File: src/hdl/decimal_string_to_integer_core_macros.svh
// ----------------------------------------------------------------------------
// Decimal string converter assertion macros
// Shared concurrent assertion forms for the converter's checks.
// ----------------------------------------------------------------------------
`ifndef DECIMAL_STRING_TO_INTEGER_CORE_MACROS_SVH
`define DECIMAL_STRING_TO_INTEGER_CORE_MACROS_SVH

// The consequent must hold in the same cycle as the antecedent.
`define DSI_ASSERT_SAME(label, clk, rst_n, ante, cons) \
    label: assert property (@(posedge clk) disable iff (!(rst_n)) (ante) |-> (cons)) \
        else $error("decimal string converter check failed");

// The consequent must hold in the cycle after the antecedent.
`define DSI_ASSERT_NEXT(label, clk, rst_n, ante, cons) \
    label: assert property (@(posedge clk) disable iff (!(rst_n)) (ante) |=> (cons)) \
        else $error("decimal string converter check failed");

`endif

File: src/hdl/dsi_pkg.sv
// ----------------------------------------------------------------------------
// Decimal string converter package
// Character codes, register indexes and shared types.
// ----------------------------------------------------------------------------
`default_nettype none

package dsi_pkg;

    localparam int CH_W            = 8;
    localparam int DIGIT_W         = 4;
    localparam int CFG_IDX_W       = 1;
    localparam int VALUE_WIDTH_DEF = 32;

    localparam logic [CH_W-1:0] CH_NUL   = 8'h00;
    localparam logic [CH_W-1:0] CH_MINUS = 8'h2D;
    localparam logic [CH_W-1:0] CH_ZERO  = 8'h30;
    localparam logic [CH_W-1:0] CH_NINE  = 8'h39;

    localparam logic [CFG_IDX_W-1:0] CFG_ALLOW_MINUS = 1'd0;
    localparam logic [CFG_IDX_W-1:0] CFG_ALLOW_LZ    = 1'd1;

    // One character word held in the input register.
    typedef struct packed {
        logic            valid;
        logic [CH_W-1:0] ch;
    } t_char_word;

    // Mode bits from the configuration registers.
    typedef struct packed {
        logic allow_minus;
        logic allow_lz;
    } t_cfg;

endpackage

`default_nettype wire

File: src/hdl/dsi_in_reg.sv
// ----------------------------------------------------------------------------
// Decimal string converter input register
// Holds one character word until the parse stage consumes it.
// ----------------------------------------------------------------------------
`default_nettype none

module dsi_in_reg import dsi_pkg::*; (
    input  wire logic            i_clk,
    input  wire logic            i_rst_n,
    input  wire logic            i_in_valid,
    output logic                 o_in_ready,
    input  wire logic [CH_W-1:0] i_ch,
    input  wire logic            i_advance,
    output t_char_word           o_word
);

    logic            r_valid;
    logic [CH_W-1:0] r_ch;
    logic            w_load;

    // A word can enter when the register is empty or is draining this cycle.
    assign o_in_ready = !r_valid || i_advance;
    assign w_load     = i_in_valid && o_in_ready;

    always_ff @(posedge i_clk) begin
        if (!i_rst_n) begin
            r_valid <= 1'b0;
        end else if (w_load) begin
            r_valid <= 1'b1;
        end else if (i_advance) begin
            r_valid <= 1'b0;
        end
    end

    always_ff @(posedge i_clk) begin
        if (w_load) begin
            r_ch <= i_ch;
        end
    end

    assign o_word.valid = r_valid;
    assign o_word.ch    = r_ch;

endmodule

`default_nettype wire

File: src/hdl/dsi_parse.sv
// ----------------------------------------------------------------------------
// Decimal string converter parse stage
// Per-string state machine and accumulator; forms the result at a NUL.
// ----------------------------------------------------------------------------
`default_nettype none

module dsi_parse import dsi_pkg::*; #(
    parameter int VALUE_WIDTH = VALUE_WIDTH_DEF
) (
    input  wire logic                   i_clk,
    input  wire logic                   i_rst_n,
    input  wire t_char_word             i_word,
    input  wire t_cfg                   i_cfg,
    input  wire logic                   i_out_free,
    output logic                        o_advance,
    output logic                        o_res_valid,
    output logic                        o_res_ok,
    output logic [VALUE_WIDTH-1:0]      o_res_value
);

    localparam int ACC_W = VALUE_WIDTH - 1;
    localparam int SUM_W = VALUE_WIDTH + 4;

    typedef enum logic [2:0] {
        PH_START,
        PH_SIGN,
        PH_ZEROS,
        PH_ONEZERO,
        PH_DIGITS
    } t_phase;

    t_phase           r_phase,   n_phase;
    logic             r_neg,     n_neg;
    logic             r_fz,      n_fz;
    logic             r_failed,  n_failed;
    logic [ACC_W-1:0] r_acc,     n_acc;

    logic               w_is_nul;
    logic               w_is_digit;
    logic               w_is_zero;
    logic [CH_W-1:0]    w_ch_off;
    logic [DIGIT_W-1:0] w_digit;
    logic [SUM_W-1:0]   w_acc_ext;
    logic [SUM_W-1:0]   w_sum;
    logic [SUM_W-1:0]   w_lim;
    logic               w_ovf;
    logic [VALUE_WIDTH-1:0] w_mag;

    assign w_is_nul   = (i_word.ch == CH_NUL);
    assign w_is_digit = (i_word.ch >= CH_ZERO) && (i_word.ch <= CH_NINE);
    assign w_is_zero  = (i_word.ch == CH_ZERO);
    assign w_ch_off   = i_word.ch - CH_ZERO;
    assign w_digit    = w_ch_off[DIGIT_W-1:0];

    // Times ten as two shifts and an add; overflow when above the largest positive.
    assign w_acc_ext = SUM_W'(r_acc);
    assign w_sum     = (w_acc_ext << 3) + (w_acc_ext << 1) + SUM_W'(w_digit);
    assign w_lim     = SUM_W'({ACC_W{1'b1}});
    assign w_ovf     = (w_sum > w_lim);

    // A NUL needs room in the result register; other characters never stall.
    assign o_advance = i_word.valid && (!w_is_nul || i_out_free);

    always_comb begin
        n_phase  = r_phase;
        n_neg    = r_neg;
        n_fz     = r_fz;
        n_failed = r_failed;
        n_acc    = r_acc;
        if (w_is_nul) begin
            n_phase  = PH_START;
            n_neg    = 1'b0;
            n_fz     = 1'b0;
            n_failed = 1'b0;
            n_acc    = '0;
        end else if (!r_failed) begin
            unique case (r_phase)
                PH_START, PH_SIGN: begin
                    if (r_phase == PH_START && i_word.ch == CH_MINUS && i_cfg.allow_minus) begin
                        n_neg   = 1'b1;
                        n_phase = PH_SIGN;
                    end else begin
                        if (r_phase == PH_START) begin
                            n_fz = w_is_zero;
                        end
                        if (w_is_zero) begin
                            n_phase = i_cfg.allow_lz ? PH_ZEROS : PH_ONEZERO;
                        end else if (w_is_digit) begin
                            n_acc   = ACC_W'(w_digit);
                            n_phase = PH_DIGITS;
                        end else begin
                            n_failed = 1'b1;
                        end
                    end
                end
                PH_ZEROS: begin
                    if (w_is_zero) begin
                        n_phase = PH_ZEROS;
                    end else if (w_is_digit) begin
                        n_acc   = ACC_W'(w_digit);
                        n_phase = PH_DIGITS;
                    end else begin
                        n_failed = 1'b1;
                    end
                end
                PH_ONEZERO: begin
                    n_failed = 1'b1;
                end
                PH_DIGITS: begin
                    if (w_is_digit && !w_ovf) begin
                        n_acc = w_sum[ACC_W-1:0];
                    end else begin
                        n_failed = 1'b1;
                    end
                end
                default: begin
                    n_failed = 1'b1;
                end
            endcase
        end
    end

    always_ff @(posedge i_clk) begin
        if (!i_rst_n) begin
            r_phase  <= PH_START;
            r_neg    <= 1'b0;
            r_fz     <= 1'b0;
            r_failed <= 1'b0;
            r_acc    <= '0;
        end else if (o_advance) begin
            r_phase  <= n_phase;
            r_neg    <= n_neg;
            r_fz     <= n_fz;
            r_failed <= n_failed;
            r_acc    <= n_acc;
        end
    end

    // Result of the string that the NUL closes.
    assign w_mag = {1'b0, r_acc};

    always_comb begin
        o_res_ok    = 1'b0;
        o_res_value = '0;
        if (!r_failed) begin
            case (r_phase)
                PH_ZEROS: begin
                    o_res_ok = r_fz;
                end
                PH_ONEZERO: begin
                    o_res_ok = 1'b1;
                end
                PH_DIGITS: begin
                    o_res_ok    = 1'b1;
                    o_res_value = r_neg ? (~w_mag + 1'b1) : w_mag;
                end
                default: begin
                    o_res_ok = 1'b0;
                end
            endcase
        end
    end

    assign o_res_valid = o_advance && w_is_nul;

endmodule

`default_nettype wire

File: src/hdl/dsi_out_reg.sv
// ----------------------------------------------------------------------------
// Decimal string converter result register
// Holds one result word until the consumer takes it.
// ----------------------------------------------------------------------------
`default_nettype none

module dsi_out_reg import dsi_pkg::*; #(
    parameter int VALUE_WIDTH = VALUE_WIDTH_DEF
) (
    input  wire logic                   i_clk,
    input  wire logic                   i_rst_n,
    input  wire logic                   i_res_valid,
    input  wire logic                   i_res_ok,
    input  wire logic [VALUE_WIDTH-1:0] i_res_value,
    output logic                        o_free,
    output logic                        o_out_valid,
    input  wire logic                   i_out_ready,
    output logic                        o_ok,
    output logic [VALUE_WIDTH-1:0]      o_value
);

    logic                   r_valid;
    logic                   r_ok;
    logic [VALUE_WIDTH-1:0] r_value;

    assign o_free = !r_valid || i_out_ready;

    always_ff @(posedge i_clk) begin
        if (!i_rst_n) begin
            r_valid <= 1'b0;
        end else if (i_res_valid) begin
            r_valid <= 1'b1;
        end else if (i_out_ready) begin
            r_valid <= 1'b0;
        end
    end

    always_ff @(posedge i_clk) begin
        if (i_res_valid) begin
            r_ok    <= i_res_ok;
            r_value <= i_res_value;
        end
    end

    assign o_out_valid = r_valid;
    assign o_ok        = r_ok;
    assign o_value     = r_value;

endmodule

`default_nettype wire

File: src/hdl/decimal_string_to_integer_core.sv
// A NUL word passes from the input register through the parse stage to the
// result register. The block takes one character word per cycle, but a NUL
// waits while the result register is full and not being taken; the parse
// state machine and its times-ten accumulator step once per character.
// Reset (synchronous, active low) clears both mode bits, the per-string state
// and the valid flags of the input and result registers.
// ----------------------------------------------------------------------------
// Decimal string to integer converter
// Streams ASCII characters, one per word, and returns a success flag and a
// signed value for every NUL-terminated string.
// ----------------------------------------------------------------------------
`default_nettype none

`include "decimal_string_to_integer_core_macros.svh"

module decimal_string_to_integer_core import dsi_pkg::*; #(
    parameter int VALUE_WIDTH = VALUE_WIDTH_DEF
) (
    input  wire logic                   i_clk,
    input  wire logic                   i_rst_n,
    // Configuration write channel.
    input  wire logic                   i_cfg_valid,
    output logic                        o_cfg_ready,
    input  wire logic [CFG_IDX_W-1:0]   i_cfg_index,
    input  wire logic                   i_cfg_data,
    // Character input channel.
    input  wire logic                   i_in_valid,
    output logic                        o_in_ready,
    input  wire logic [CH_W-1:0]        i_ch,
    // Result output channel.
    output logic                        o_out_valid,
    input  wire logic                   i_out_ready,
    output logic                        o_ok,
    output logic signed [VALUE_WIDTH-1:0] o_value
);

    // Mode registers, written in any cycle; the user must write them only when
    // no string is in flight (unchecked), so each character sees stable modes.
    logic r_allow_minus;
    logic r_allow_lz;
    t_cfg w_cfg;

    // Pipeline interconnect: the input register feeds the parse stage,
    // which hands a finished result to the result register.
    t_char_word             w_word;
    logic                   w_advance;
    logic                   w_out_free;
    logic                   w_res_valid;
    logic                   w_res_ok;
    logic [VALUE_WIDTH-1:0] w_res_value;
    logic [VALUE_WIDTH-1:0] w_value;

    assign o_cfg_ready = 1'b1;

    always_ff @(posedge i_clk) begin
        if (!i_rst_n) begin
            r_allow_minus <= 1'b0;
            r_allow_lz    <= 1'b0;
        end else if (i_cfg_valid) begin
            unique case (i_cfg_index)
                CFG_ALLOW_MINUS: r_allow_minus <= i_cfg_data;
                CFG_ALLOW_LZ:    r_allow_lz    <= i_cfg_data;
                default:         r_allow_lz    <= r_allow_lz;
            endcase
        end
    end

    assign w_cfg.allow_minus = r_allow_minus;
    assign w_cfg.allow_lz    = r_allow_lz;

    // Input register: takes a new word whenever it is empty or its current
    // word moves on in the same cycle, so words can arrive back to back.
    dsi_in_reg u_in_reg (
        .i_clk      (i_clk),
        .i_rst_n    (i_rst_n),
        .i_in_valid (i_in_valid),
        .o_in_ready (o_in_ready),
        .i_ch       (i_ch),
        .i_advance  (w_advance),
        .o_word     (w_word)
    );

    // Parse stage: one state update per character. Only a NUL waits, and
    // only when the result register is still full and not being taken.
    dsi_parse #(
        .VALUE_WIDTH (VALUE_WIDTH)
    ) u_parse (
        .i_clk       (i_clk),
        .i_rst_n     (i_rst_n),
        .i_word      (w_word),
        .i_cfg       (w_cfg),
        .i_out_free  (w_out_free),
        .o_advance   (w_advance),
        .o_res_valid (w_res_valid),
        .o_res_ok    (w_res_ok),
        .o_res_value (w_res_value)
    );

    // Result register: decouples the consumer from the parse stage; a waiting
    // result blocks only the NUL of the next string, not its other characters.
    dsi_out_reg #(
        .VALUE_WIDTH (VALUE_WIDTH)
    ) u_out_reg (
        .i_clk       (i_clk),
        .i_rst_n     (i_rst_n),
        .i_res_valid (w_res_valid),
        .i_res_ok    (w_res_ok),
        .i_res_value (w_res_value),
        .o_free      (w_out_free),
        .o_out_valid (o_out_valid),
        .i_out_ready (i_out_ready),
        .o_ok        (o_ok),
        .o_value     (w_value)
    );

    assign o_value = w_value;

    // A failed string always reports zero.
    `DSI_ASSERT_SAME(a_fail_zero, i_clk, i_rst_n, o_out_valid && !o_ok, w_value == '0)
    // The most negative code is never produced, since magnitudes are capped.
    `DSI_ASSERT_SAME(a_no_min, i_clk, i_rst_n, o_out_valid && o_ok,
        w_value != {1'b1, {(VALUE_WIDTH-1){1'b0}}})
    // A NUL leaving the parse stage shows up as a result in the next cycle.
    `DSI_ASSERT_NEXT(a_nul_result, i_clk, i_rst_n, w_res_valid, o_out_valid)
    // Input back-pressure only comes from a held word in the input register.
    `DSI_ASSERT_SAME(a_stall_src, i_clk, i_rst_n, !o_in_ready,
        w_word.valid && (w_word.ch == CH_NUL) && !w_out_free)

endmodule

`default_nettype wire

File: config.mk
export PLATFORM = sky130hd
export DESIGN_NAME = decimal_string_to_integer_core
export DESIGN_NICKNAME = d
export VERILOG_FILES = /design/src/hdl/dsi_pkg.sv /design/src/hdl/dsi_in_reg.sv /design/src/hdl/dsi_parse.sv /design/src/hdl/dsi_out_reg.sv /design/src/hdl/decimal_string_to_integer_core.sv
export VERILOG_INCLUDE_DIRS = /design/src /design/src/hdl
export SDC_FILE = /design/constraint.sdc
export NUM_CORES = 1
export LEC_CHECK = 0
export ABC_CLOCK_PERIOD_IN_PS = 5400
export BUFFER_PORTS_ARGS = -buffer_cell sky130_fd_sc_hd__buf_2
export CAP_MARGIN = 20
export CORE_MARGIN = 10
export CORE_UTILIZATION = 45
export DETAILED_ROUTE_END_ITERATION = 10
export PLACE_DENSITY = 0.69
export RECOVER_POWER = 100
export SETUP_SLACK_MARGIN = 0.2
export SYNTH_ARGS = -nofsm -noshare
export SYNTH_HDL_FRONTEND = slang
export SYNTH_SLANG_ARGS = --single-unit
File: constraint.sdc
create_clock -name i_clk -period 5.4 [get_ports i_clk]
set_clock_uncertainty 0.05 [all_clocks]
set_input_delay 0.81 -clock i_clk [delete_from_list [all_inputs] [get_ports i_clk]]
set_output_delay 0.81 -clock i_clk [all_outputs]
set_load 0.01 [all_outputs]
=== Yosys cells after proc, flatten, opt, wreduce, memory -nomap -nowiden ===
Cells that the tools add are included.

* Input bits: 15
* Word-level logic and storage cells: 104
* Register bits after elaboration: 82
* Output and inout bits: 36

* Muxes and demuxes: 37
* Reduce and logical (&&, ||, !) cells: 33
* $lt $le $gt $ge: 3
* Equality and inequality tests: 10
* Add/subtract/negate cells: 4
* Bitwise logic cells: 4

{| class="wikitable"
|+ Operators by type and width
! operator !! count
|-
| $mux 31 || 7
|-
| $pmux 31 s3 || 1
|-
| $add 36x4->36 || 1
|-
| $gt 36x31->1 const B || 1
|-
| $add 34x32->35 || 1
|-
| $add 32x1->32 const B || 1
|-
| $not 31->32 || 1
|-
| $mux 1 || 20
|-
| $mux 3 || 6
|-
| $eq 8x6->1 const B || 2
|-
| $reduce_and 5->1 || 2
|-
| $reduce_bool 2->1 || 5
|-
| $ge 8x6->1 const B || 1
|-
| $le 8x6->1 const B || 1
|-
| $logic_not 8->1 || 1
|-
| $logic_and 1x1->1 || 7
|-
| $eq 3x2->1 const B || 2
|-
| $pmux 3 s2 || 1
|-
| $reduce_or 2->1 || 3
|-
| $logic_not 1->1 || 4
|-
| $reduce_and 2->1 || 2
|-
| $reduce_and 4->1 || 1
|-
| $reduce_bool 4->1 || 1
|-
| $sub 4x1->4 const B || 1
|-
| 14 further kinds || 18
|}

=== Logic depth before layout (Yosys ltp) ===
Gate-level depths: netlist (run 1).

* Depth after elaboration: 9
* Depth in mapped cells: 13

=== Hierarchy ===
Synthesis (run 1) repeated with hierarchy kept, for this count alone.

* Cells, all modules: 637
* Area total of the unflattened synthesis: 5903.2 um2

{| class="wikitable"
|+ By module, submodules not included
! module !! sequential area each (um2) !! times used !! cells each !! area an instance (um2)
|-
| dsi_parse || 740.7 || 1 || 575 || 4455.5
|-
| dsi_out_reg || 1011.0 || 1 || 37 || 1039.7
|-
| dsi_in_reg || 260.2 || 1 || 14 || 305.3
|-
| decimal_string_to_integer_core || 40.0 || 1 || 11 || 102.6
|}

=== Least setup slack after synthesis (run 1) ===
OpenSTA, ideal clock, no wires.

* Path type: register to register
* Start: register u_parse.r_acc[2]
* End: register u_parse.r_acc[29]
* Library setup time: 125 ps
* Clock period less this slack: 3867 ps
* Arrival: 3692 ps
* Slack: 1533 ps
* Data required time: 5225 ps
* Stages on the path, launching flop included: 14
* Buffers on the path: 1
* Cells stage by stage: dfxtp_1 > ha_1 > fa_1 > a211oi_2 > o211ai_1 > a211oi_2 > o21ai_1 > xor2_1 > nand3_1 > nor4_2 > a311oi_1 > a221oi_4 > buf_4 > o22ai_2

* Cells in the longest elaborated chain, start to end: 7
* Elaborated cells on any way between the ends: 11
* Classes of those cells: add/sub: 2; order compare: 1; eq/ne: 1; mux: 4; reduce/logical: 3

{| class="wikitable"
|+ RTL lines
! item !! RTL line !! text
|-
| start: declaration || dsi_parse.sv:36 || <nowiki>logic [ACC_W-1:0] r_acc, n_acc;</nowiki>
|-
| start signal: assignment || dsi_parse.sv:135 || <nowiki>r_acc <= n_acc;</nowiki>
|-
| $add 34x32->35 * || dsi_parse.sv:57 || <nowiki>assign w_sum = (w_acc_ext << 3) + (w_acc_ext << 1) + SUM_W'(w_digit);</nowiki>
|-
| $add 36x4->36 * || dsi_parse.sv:57 ||
|-
| $gt 36x31->1 || dsi_parse.sv:59 || <nowiki>assign w_ovf = (w_sum > w_lim);</nowiki>
|-
| $logic_not 1->1 || dsi_parse.sv:110 || <nowiki>if (w_is_digit && !w_ovf) begin</nowiki>
|-
| $logic_and 1x1->1 || dsi_parse.sv:110 ||
|-
| $ne 3x1->1 (no source line) || - ||
|-
| $reduce_and 5->1 (no source line) || - ||
|}

Mark *: on every way between the ends. The rest lies on a longest branch, timed or not. The select of a mux whose other input is x is not followed.
A chain may end at the register's enable or synchronous reset.

=== Final worst setup path (run 1) ===
* Start: register u_parse.r_acc[2]
* End: register u_parse.r_acc[16]

Same word-level chain as after synthesis.

==> key figures, run 1 <==
Worst setup path
  • Worst path cell trace: ha_1 -> fa_1 -> a211oi_2 -> o211ai_1 -> a211oi_2 -> o21ai_1 -> xor2_1 -> nand3_1 -> nor4_1 -> a311oi_1 -> a221oi_4 -> buf_4 -> o22ai_1
  • Nature of the critical path startpoint: flip-flop
  • Critical path type: reg -> reg
  • Worst path max stage delay: 0.68 ns
  • Worst endpoint required time: between 5 and 6 ns
  • CP max stage cell: nor4_1
  • Most used cell along the critical path: a211oi_2
  • CP Max Fanout: 27
  • Crit. End Element: flip-flop
  • Worst path arrival time: ~4.6 ns

Synthesis
  • Distinct cells, synth: 91
  • Ys async rst share: 0%
  • EDFF count, synth: 41
  • Sequential area share after synthesis: 31.1%
  • #FFs+latches synth: 82
  • Top cell type's share of synthesized area: 18.7%
  • Post-synth top cells: 75 x nand2_1, 68 x nor2_1, 48 x xnor2_1
  • Synth Flop Type: edfxtp_1
  • Synth Cell Area: 6600 µm²
  • Most common cell in the netlist: nand2_1
  • Ys Warns: 0
  • Leading post-synthesis cells by cell area: edfxtp_1 19%, dfxtp_1 12%, xnor2_1 6.4%
  • Post-Syn Area per Cell: a little under 9 µm²
  • Cells after Synth: between 700 and 800
  • Net Count, Synth: 790
  • Post-synth top area cell: edfxtp_1

Clock network
  • CTS Buffer Depth: 2
  • CTS Sinks: between 80 and 90
  • CTS tree: yes
  • Clock Latency Late Sink: about 0.34 ns
  • Post_cts resized: 0
  • Total CTS buffers: 9
  • Root Driver: clkbuf_16
  • Setup repair bufs after CTS: 0
  • # hold bufs at CTS: 0
  • H-tree depth: 3
  • Clk slew on worst S/H paths: ~0.060 ns

Routing
  • Post-DR wirelength/cell: between 15 and 20 µm
  • Via density per instance: 5.67
  • DR vias: between 5000 and 6000
  • 1st-pass router iterations: 5
  • Residual DRC: 0
  • DRT Wirelength: about 16 mm
  • Initial DRC Count: between 300 and 400
  • Number of routed nets with antenna violations: 0

GRT
  • Total track usage: between 15 and 20%
  • First-pass GRT wire length: between 20 and 30 mm
  • Initial antenna violation count: 0
  • Vias in the first global route: just over 5000
  • Total gr overflow: 0
  • Largest net degree at the start of global routing: 35

Flow run
  • Max-Cap Viols: 2

Floorplan
  • # rows: 44
  • Core Area: between 10000 and 15000 µm²
  • Ports: 51
  • Die Area: ~20000 µm²
  • Die Y: roughly 140 µm
  • Initial Util: a little under half
  • Die X-Extent: 141 µm

Finish
  • Layout cells sized above 1: approximately a tenth
  • Final net count: roughly 830
  • Filler Cell Count: 1390
  • Layout Area Growth over Synthesis: 7.07%
  • Fin cells: slightly below 1000
  • Number of diodes: 0

Power and ir drop
  • P_leak: roughly 2.5 nW
  • Combinational Power Share: roughly 3.1%
  • Int Power: ~0.0011 W
  • Switching Fraction: between 20% and 30%
  • Clk pwr share: a little under half
  • Psw: roughly 0.00028 W
  • VDD IR max: ~130 µV
  • PD cells: 188 nW/µm²
  • Share of total power in sequential cells: around half

Timing
  • Final setup vio count: 0
  • Max-slew headroom at the worst pin: -15.2%
  • Worst-Margin Slew: about 1.7 ns
  • Tcrit/Tclk final: between 80% and 90%
  • RSZ-0062 raised after global routing: false
  • F_max: around 0.22 GHz
  • Final hold violations: 0
  • Setup TNS: 0 ns
  • Final min period: 4.50 ns
  • Slew Viols, Final: 68

Place
  • Placed cell count: 948
  • DP HPWL: 12.4 mm
  • Gpl congestion: approximately 0.90
  • Port Buffers: 49

Min path
  • Hold Path Class: reg -> reg

Status
  • Failing checks: max-capacitance violations, max-slew violations
  • Status: finished with violations
-- cell usage in the layout (no fill, tap or decap), drive strengths merged, types with 4 or more instances in the layout --
master and instances:
o211ai 6, a211o 4, nor3 14, clkbuf 49
a21oi 43, edfxtp 41, and2 6, o31ai 8
a211oi 10, o21ai 34, and4 7, a21boi 5
nand2 75, or2 8, o22ai 28, mux2i 9
nor2 68, buf 15, xor2 24, nand4 17
or4 6, dfxtp 41, o41ai 4, nand2b 5
nand3 19, inv 40, nor2b 8, a31oi 4
or3 14, nor4 13, ha 33, a21o 6
o21a 12, xnor2 52
-- per-stage QoR --
stage               worst slack, ns  total power (W)  utilization (%)  cell area [µm²]  hold WS [ns]
detailed placement             1.04         0.000719             47.9             6910         0.440
floorplan                      1.53         0.000706                -             6600         0.389
finish                        0.904          0.00133             49.0             7070         0.454
global route                  0.457          0.00136             49.0             7070         0.467
CTS                            1.01          0.00133             50.1             7230         0.453
global placement               1.20         0.000718             47.9             6910         0.422
-- per-layer routing --
| metal | vias up | GRT usage (%) | share of wire [%] |
|---|---|---|---|
| li1 | 2797 | - | - |
| met4 | 0 | 4.35 | 1.6 |
| met3 | 14 | 2.22 | 5.2 |
| met1 | 2531 | 22.0 | 51 |
| met2 | 126 | 22.8 | 42 |
| met5 | - | 0 | 0 |
-- registers in the layout, summed over array words and instances, names as in the netlist --
| name | cells |
|---|---|
| u_parse.r_fz | 1 |
| u_parse.r_acc | 31 |
| u_out_reg.o_out_valid | 1 |
| u_in_reg.r_valid | 1 |
| r_allow_lz | 1 |
| u_parse.r_failed | 1 |
| r_allow_minus | 1 |
| u_parse.r_phase | 3 |
| u_in_reg.r_ch | 8 |
| u_parse.r_neg | 1 |
| u_out_reg.o_ok | 1 |
| u_out_reg.o_value | 32 |
-- power groups by stage --
stage | logic, W | clock network [W] | registers (W)
6_report | 0.0000409 | 0.000626 | 0.000664
4_1_cts | 0.0000422 | 0.000629 | 0.000663
5_1_grt | 0.0000459 | 0.000653 | 0.000665
3_5_place_dp | 0.0000420 | 0 | 0.000677
3_3_place_gp | 0.0000417 | 0 | 0.000677
2_1_floorplan | 0.0000314 | 0 | 0.000675
-- worst paths after layout --
kind,startpoint,endpoint,cells after the start,slack (ns)
setup reg to reg,u_parse.r_acc[2],u_parse.r_acc[16],13,0.90
setup / recovery,u_parse.r_acc[2],u_parse.r_acc[16],13,0.90
hold / removal,u_in_reg.r_valid,u_out_reg.o_out_valid,2,0.45
hold reg to reg,u_in_reg.r_valid,u_out_reg.o_out_valid,2,0.45
-- final cells by class --
type | instances | area, µm² | share of cell area [%]
multi-input cells | 590 | 4100 | 58.0
flip-flops and latches | 82 | 2050 | 29.0
inverters | 40 | 150 | 2.13
clock buffers | 12 | 289 | 4.09
repair buffers | 52 | 219 | 3.10
well taps | 184 | 230 | 3.26
clock inverters | 4 | 30.0 | 0.425
-- logic make-up (layout without fill, tap and decap cells) --
kind of cell,after synthesis,in the layout,share of synthesized area [%]
buffers and inverters,68,108,5.08
AOI/OAI and AO/OA,193,193,22.8
DFF,82,82,31.1
other,1,1,0.0568
adders and majority gates,35,35,6.86
xor gates and xnor gates,76,76,10.7
and+or+nand+nor,273,273,21.5
muxes,12,12,1.88
-- critical path: cells and delay by family, from the launching register on --
kind,cells,cell delay (ns)
DFF,1,0.38
buffers and inverters,1,0.33
xor gates and xnor gates,1,0.27
and+or+nand+nor,2,0.97
AOI/OAI and AO/OA,7,1.64
adders and majority gates,2,0.71
(Power assumes the default switching activity.)
==> inputs of run 2 (changes only) <==
Settings changed: ABC_CLOCK_PERIOD_IN_PS 5400 to 4100, PLACE_DENSITY 0.69 to 0.71.
Clock period 5.4 ns to 4.1 ns, I/O delays scaled along.
==> key figures, run 2 (synthesis results as in run 1) <==
Timing
  • RSZ-0062 raised after global routing: true
  • Setup TNS: 0 ns (unchanged)
  • Final hold violations: 0 (unchanged)
  • Fin Hold WS: 0.403 ns (-0.0512 ns)
  • Tcrit/Tclk final: 96.3% (+13 points)
  • Final setup vio count: 0 (unchanged)
  • F_max: 0.253 GHz (+14%)
  • Final min period: 3.95 ns (-0.547 ns)
  • Slew Viols, Final: 33 (-51%)
  • Worst-Margin Slew: 1.56 ns (-0.167 ns)
  • Max-slew headroom at the worst pin: -4.08% (+11 points)

Place
  • Gpl congestion: 0.916 (+2.2%)
  • DP Area: 7090 µm² (+2.5%)
  • Port Buffers: 49 (unchanged)
  • DP HPWL: 12.4 mm (+0.24%)

Clock network
  • Total CTS buffers: 9 (unchanged)
  • Root Driver: clkbuf_16
  • Clock Latency Late Sink: 0.34 ns (about the same)
  • CTS Buffer Depth: 2 (unchanged)
  • Clk slew on worst S/H paths: 0.06 ns (about the same)
  • CTS Sinks: 82 (unchanged)
  • CTS tree: yes
  • # hold bufs at CTS: 0 (unchanged)
  • H-tree depth: 3 (unchanged)

Routing
  • Initial DRC Count: 501 (+43%)
  • Post-DR wirelength/cell: 16.7 µm (+2.3%)
  • Number of routed nets with antenna violations: 0 (unchanged)
  • DRT Wirelength: 16.7 mm (+6.5%)
  • 1st-pass router iterations: 5 (unchanged)
  • Residual DRC: 0 (unchanged)
  • Via density per instance: 5.72 (+0.92%)
  • DR vias: 5747 (+5.1%)

Floorplan
  • Die X-Extent: 141 µm (unchanged)
  • Ports: 51 (unchanged)
  • Die Y: 141 µm (unchanged)
  • # rows: 44 (unchanged)
  • Core Area: 14400 µm² (unchanged)
  • Initial Util: 45.7% (unchanged)
  • Die Area: 19900 µm² (unchanged)

Power and ir drop
  • Clk pwr share: 46.1% (-0.9 points)
  • Combinational Power Share: 3.7% (+0.6 points)
  • P_leak: 2.73 nW (+11%)
  • Switching Fraction: 20.5% (-0.31 points)
  • Share of total power in sequential cells: 50.2% (+0.3 points)
  • Int Power: 0.00138 W (+31%)
  • PD cells: 223 nW/µm² (+18%)
  • VDD IR max: 136 µV (+7.0%)
  • Psw: 0.000357 W (+29%)

GRT
  • Total track usage: 15.2% (about the same)
  • First-pass GRT wire length: 25.5 mm (-0.22%)
  • Vias in the first global route: 5256 (+2.6%)
  • Initial antenna violation count: 0 (unchanged)
  • Total gr overflow: 0 (unchanged)
  • Largest net degree at the start of global routing: 35 (unchanged)

Finish
  • Layout cells sized above 1: 21.0% (+11 points)
  • Final net count: 865 (+4.8%)
  • Commonest non-fill, non-tap cells in the layout: 75 x nand2_1, 67 x nor2_1, 48 x xnor2_1, 41 x edfxtp_1, 40 x inv_1
  • Commonest non-fill, non-tap cell in the layout: nand2_1
  • Max reg flops: 32 (unchanged)
  • Filler Cell Count: 1268 (-8.8%)
  • Number of diodes: 0 (unchanged)
  • Layout Area Growth over Synthesis: 18.6%
  • Post-layout instance area: 7830 µm² (+11%)

Worst setup path
  • Reg2Reg Depth: 14 (+1)
  • Worst path arrival time: 4.15 ns (-0.49 ns)
  • Critical Path Start: u_parse.r_acc[11]
  • Nature of the critical path startpoint: flip-flop
  • CP Max Fanout: 10 (-63%)
  • Crit Reg-Reg Endpoint: u_parse.r_acc[23]
  • Reg2Reg Setup Slack: 0.15 ns (-0.75 ns)
  • Worst endpoint required time: 4.30 ns (-1.25 ns)
  • Critical path type: reg -> reg
  • Reg2reg start: u_parse.r_acc[11]
  • Crit. End Element: flip-flop

Min path
  • WHS Endpoint: u_in_reg.r_ch[7]
  • Hold Path Origin: i_ch[7]
  • Cell count of the worst hold path: 1 (-1)
  • Hold Path Class: in -> reg

Status
  • Failing checks: max-capacitance violations, max-slew violations
  • Status: finished with violations

Flow run
  • Max-Cap Viols: 1 (-1)
## run 2: cell count changes in the layout (fill, tap and decap cells not counted), sizes merged
cell	delta
buf	+38
inv	+1
bufinv	+1
clkinv	-2
clkinvlp	-1
clkbuf	+3
## run 2: what timing repair did
item / CTS / global route
cloned: 0 / 4
pin swaps: 1 / 25
resized for setup: 3 / 55
setup endpoints to repair: 11 / 31
buffers inserted: 1 / 15
## run 2: cell type report
cell class                      count  area [µm²]  share of cell area [%]
Timing Repair Buffer               92         604                    7.72
Clock inverter                      3        47.5                   0.608
Sequential cell                    82        2060                    26.3
Inverter                           40         150                    1.92
Tap cell                          184         230                    2.94
Multi-Input combinational cell    590        4480                    57.3
Clock buffer                       13         250                    3.20
## run 2: stage by stage
stage | setup WS [ns] | instances | utilization (%) | power [W]
floorplan | 0.233 | 740 | - | 0.000930
global placement | 0.221 | 968 | 49.1 | 0.000948
detailed placement | 0.186 | 968 | 49.1 | 0.000949
CTS | 0.195 | 985 | 51.3 | 0.00174
global route | 0.0174 | 1004 | 54.3 | 0.00179
finish | 0.151 | 1004 | 54.3 | 0.00174
## run 2: worst max-delay path by stage
| stage | end | cells after the start |
|---|---|---|
| CTS | u_parse.r_acc[16] | 13 |
| global placement | u_parse.r_acc[2] | 12 |
| detailed placement | u_parse.r_acc[2] | 13 |
| floorplan | u_parse.r_acc[29] | 13 |
| finish | u_parse.r_acc[23] | 14 |
| global route | u_parse.r_acc[30] | 13 |
## run 2: power by group through the flow
stage | registers [W] | clock network [W] | logic [W]
floorplan | 0.000889 | 0 | 0.0000414
global placement | 0.000891 | 0 | 0.0000574
detailed placement | 0.000891 | 0 | 0.0000583
CTS | 0.000873 | 0.000809 | 0.0000583
global route | 0.000875 | 0.000844 | 0.0000718
finish | 0.000874 | 0.000803 | 0.0000653
## run 2: routing by layer
layer | global-route usage, % | part of all wire, % | wire (µm)
met5 | 0 | 0 | 0
met2 | 22.5 | 45 | 7610
met1 | 21.9 | 48 | 7970
met3 | 2.59 | 5.2 | 879
met4 | 4.78 | 1.7 | 289
## run 2: critical path: stages, from the launching register on
cell       delay (ns)
dfxtp_1          0.58
ha_2             0.36
nand4_1          0.17
or2_2            0.34
o22a_2           0.29
nand2_1          0.15
mux2i_2          0.34
nand3_2          0.23
o311ai_2         0.37
buf_4            0.18
nor2b_1          0.20
a221oi_4         0.08
buf_4            0.22
clkbuf_16        0.16
o22ai_2          0.15
==> inputs of run 3 (changes only) <==
Settings changed: BUFFER_PORTS_ARGS -buffer_cell sky130_fd_sc_hd__buf_2 to -buffer_cell sky130_fd_sc_hd__buf_4.
==> key figures, run 3 (synthesis results as in run 1) <==
Worst setup path
  • Reg2Reg Depth: 17 (+3)
  • Worst endpoint required time: 4.30 ns (about the same)
  • Crit Reg-Reg Endpoint: u_parse.r_acc[9]
  • Worst path arrival time: 4.10 ns (-0.05 ns)
  • Critical Path Start: u_parse.r_acc[2]
  • Crit. End Element: flip-flop
  • Nature of the critical path startpoint: flip-flop
  • Reg2Reg Setup Slack: 0.20 ns (+0.05 ns)
  • Critical path type: reg -> reg
  • Reg2reg start: u_parse.r_acc[2]
  • CP Max Fanout: 7 (-3)

Floorplan
  • Ports: 51 (unchanged)
  • # rows: 44 (unchanged)
  • Die Area: 19900 µm² (unchanged)
  • Die X-Extent: 141 µm (unchanged)
  • Core Area: 14400 µm² (unchanged)
  • Die Y: 141 µm (unchanged)
  • Initial Util: 45.7% (unchanged)

Clock network
  • Root Driver: clkbuf_16
  • CTS Buffer Depth: 2 (unchanged)
  • H-tree depth: 3 (unchanged)
  • CTS Sinks: 82 (unchanged)
  • Total CTS buffers: 9 (unchanged)
  • Clock Latency Late Sink: 0.34 ns (about the same)
  • Clk slew on worst S/H paths: 0.06 ns (about the same)
  • CTS tree: yes
  • # hold bufs at CTS: 0 (unchanged)

Finish
  • Layout cells sized above 1: 22.1% (+1.1 points)
  • Post-layout instance area: 7940 µm² (+1.5%)
  • Finished Core Util: 55.1% (+0.82 points)
  • Layout Area Growth over Synthesis: 20.4%
  • Commonest non-fill, non-tap cells in the layout: 75 x nand2_1, 67 x nor2_1, 46 x xnor2_1, 41 x edfxtp_1, 40 x inv_1
  • Commonest non-fill, non-tap cell in the layout: nand2_1
  • Final net count: 870 (+0.58%)
  • Max reg flops: 32 (unchanged)
  • Number of diodes: 0 (unchanged)

Timing
  • Final min period: 3.90 ns (-0.0500 ns)
  • Final hold violations: 0 (unchanged)
  • Max-slew headroom at the worst pin: -6.14% (-2.1 points)
  • F_max: 0.256 GHz (+1.3%)
  • RSZ-0062 raised after global routing: true
  • Final setup vio count: 0 (unchanged)
  • Worst-Margin Slew: 1.59 ns (+0.0310 ns)
  • Slew Viols, Final: 33 (unchanged)
  • Fin Hold WS: 0.423 ns (+0.0199 ns)
  • Setup TNS: 0 ns (unchanged)
  • Tcrit/Tclk final: 95.1% (-1.2 points)

Routing
  • Residual DRC: 0 (unchanged)
  • Initial DRC Count: 479 (-4.4%)
  • DR vias: 5912 (+2.9%)
  • DRT Wirelength: 17.8 mm (+6.1%)
  • 1st-pass router iterations: 5 (unchanged)
  • Post-DR wirelength/cell: 17.6 µm (+5.6%)
  • Number of routed nets with antenna violations: 0 (unchanged)
  • Via density per instance: 5.86 (+2.4%)

Min path
  • Hold Path Origin: i_ch[2]
  • Cell count of the worst hold path: 1 (unchanged)
  • WHS Endpoint: u_in_reg.r_ch[2]
  • Hold Path Class: in -> reg

Place
  • Port Buffers: 49 (unchanged)
  • Gpl congestion: 0.896 (-2.1%)
  • DP HPWL: 12.7 mm (+2.3%)
  • DP Area: 7230 µm² (+1.9%)

GRT
  • First-pass GRT wire length: 26.9 mm (+5.2%)
  • Largest net degree at the start of global routing: 34 (-2.9%)
  • Total track usage: 16.1% (+0.83 points)
  • Vias in the first global route: 5426 (+3.2%)
  • Initial antenna violation count: 0 (unchanged)
  • Total gr overflow: 0 (unchanged)

Power and ir drop
  • PD cells: 218 nW/µm² (-2.2%)
  • Tot Pwr: 0.00173 W (-0.78%)
  • P_leak: 2.81 nW (+2.8%)
  • VDD IR max: 173 µV (+27%)

Status
  • Failing checks: max-capacitance violations, max-slew violations
  • Status: finished with violations

Flow run
  • Max-Cap Viols: 1 (unchanged)
-- run 3: changes by cell type in the layout (fill, tap and decap cells not counted), sizes merged --
cell / delta
buf: -3
clkbuf: +8
bufinv: -1
clkinv: +1
-- run 3: final cells by class --
type	count	area, µm²
well taps	184	230
inverters	40	150
fillers	1251	6480
repair buffers	97	729
flip-flops and latches	82	2060
clock buffers	13	270
clock inverters	3	22.5
multi-input cells	590	4480
-- run 3: what timing repair did --
| item | 4_1_cts | 5_1_grt |
|---|---|---|
| gates resized for setup | 13 | 53 |
| endpoints found under the hold margin | 0 | 0 |
| pin swaps | 11 | 11 |
| setup buffers | 9 | 9 |
| cloned | 2 | 3 |
| setup endpoints to repair | 31 | 32 |
-- run 3: where the power goes --
group / internal [W] / total (W) / leakage [nW] / switching (W)
clock: 0.000462 / 0.000780 / 0.146 / 0.000318
combinational: 0.0000350 / 0.0000746 / 1.99 / 0.0000395
sequential: 0.000865 / 0.000874 / 0.672 / 0.00000898
-- run 3: per-stage QoR --
stage | setup WS [ns] | cells
detailed placement | 0.169 | 970
global placement | 0.222 | 970
CTS | 0.196 | 997
floorplan | 0.233 | 740
finish | 0.201 | 1009
global route | 0.0570 | 1009
-- run 3: how the worst max path moves through the flow --
| stage | cells after the start | end |
|---|---|---|
| floorplan | 13 | u_parse.r_acc[29] |
| global placement | 12 | u_parse.r_acc[4] |
| detailed placement | 12 | u_parse.r_acc[7] |
| CTS | 16 | u_parse.r_acc[24] |
| global route | 17 | u_parse.r_acc[16] |
| finish | 17 | u_parse.r_acc[9] |
-- run 3: layer usage --
metal / global-route usage [%] / wire length (µm)
met2: 24.7 / 8270
met5: 0 / 0
met4: 6.68 / 398
met3: 2.35 / 1150
met1: 22.0 / 7960
-- run 3: critical path, stage by stage (launching register included) --
cell and delay, ns:
dfxtp_2 0.34, ha_4 0.17, fa_2 0.37, a211oi_2 0.22, buf_4 0.15, o211ai_1 0.11, a211oi_2 0.27, buf_4 0.19
o21ai_1 0.13, xor2_2 0.27, nand3_4 0.16, nor4_4 0.40, buf_4 0.19, and3_4 0.20, a221oi_4 0.07, buf_12 0.20
buf_12 0.13, o22ai_1 0.17
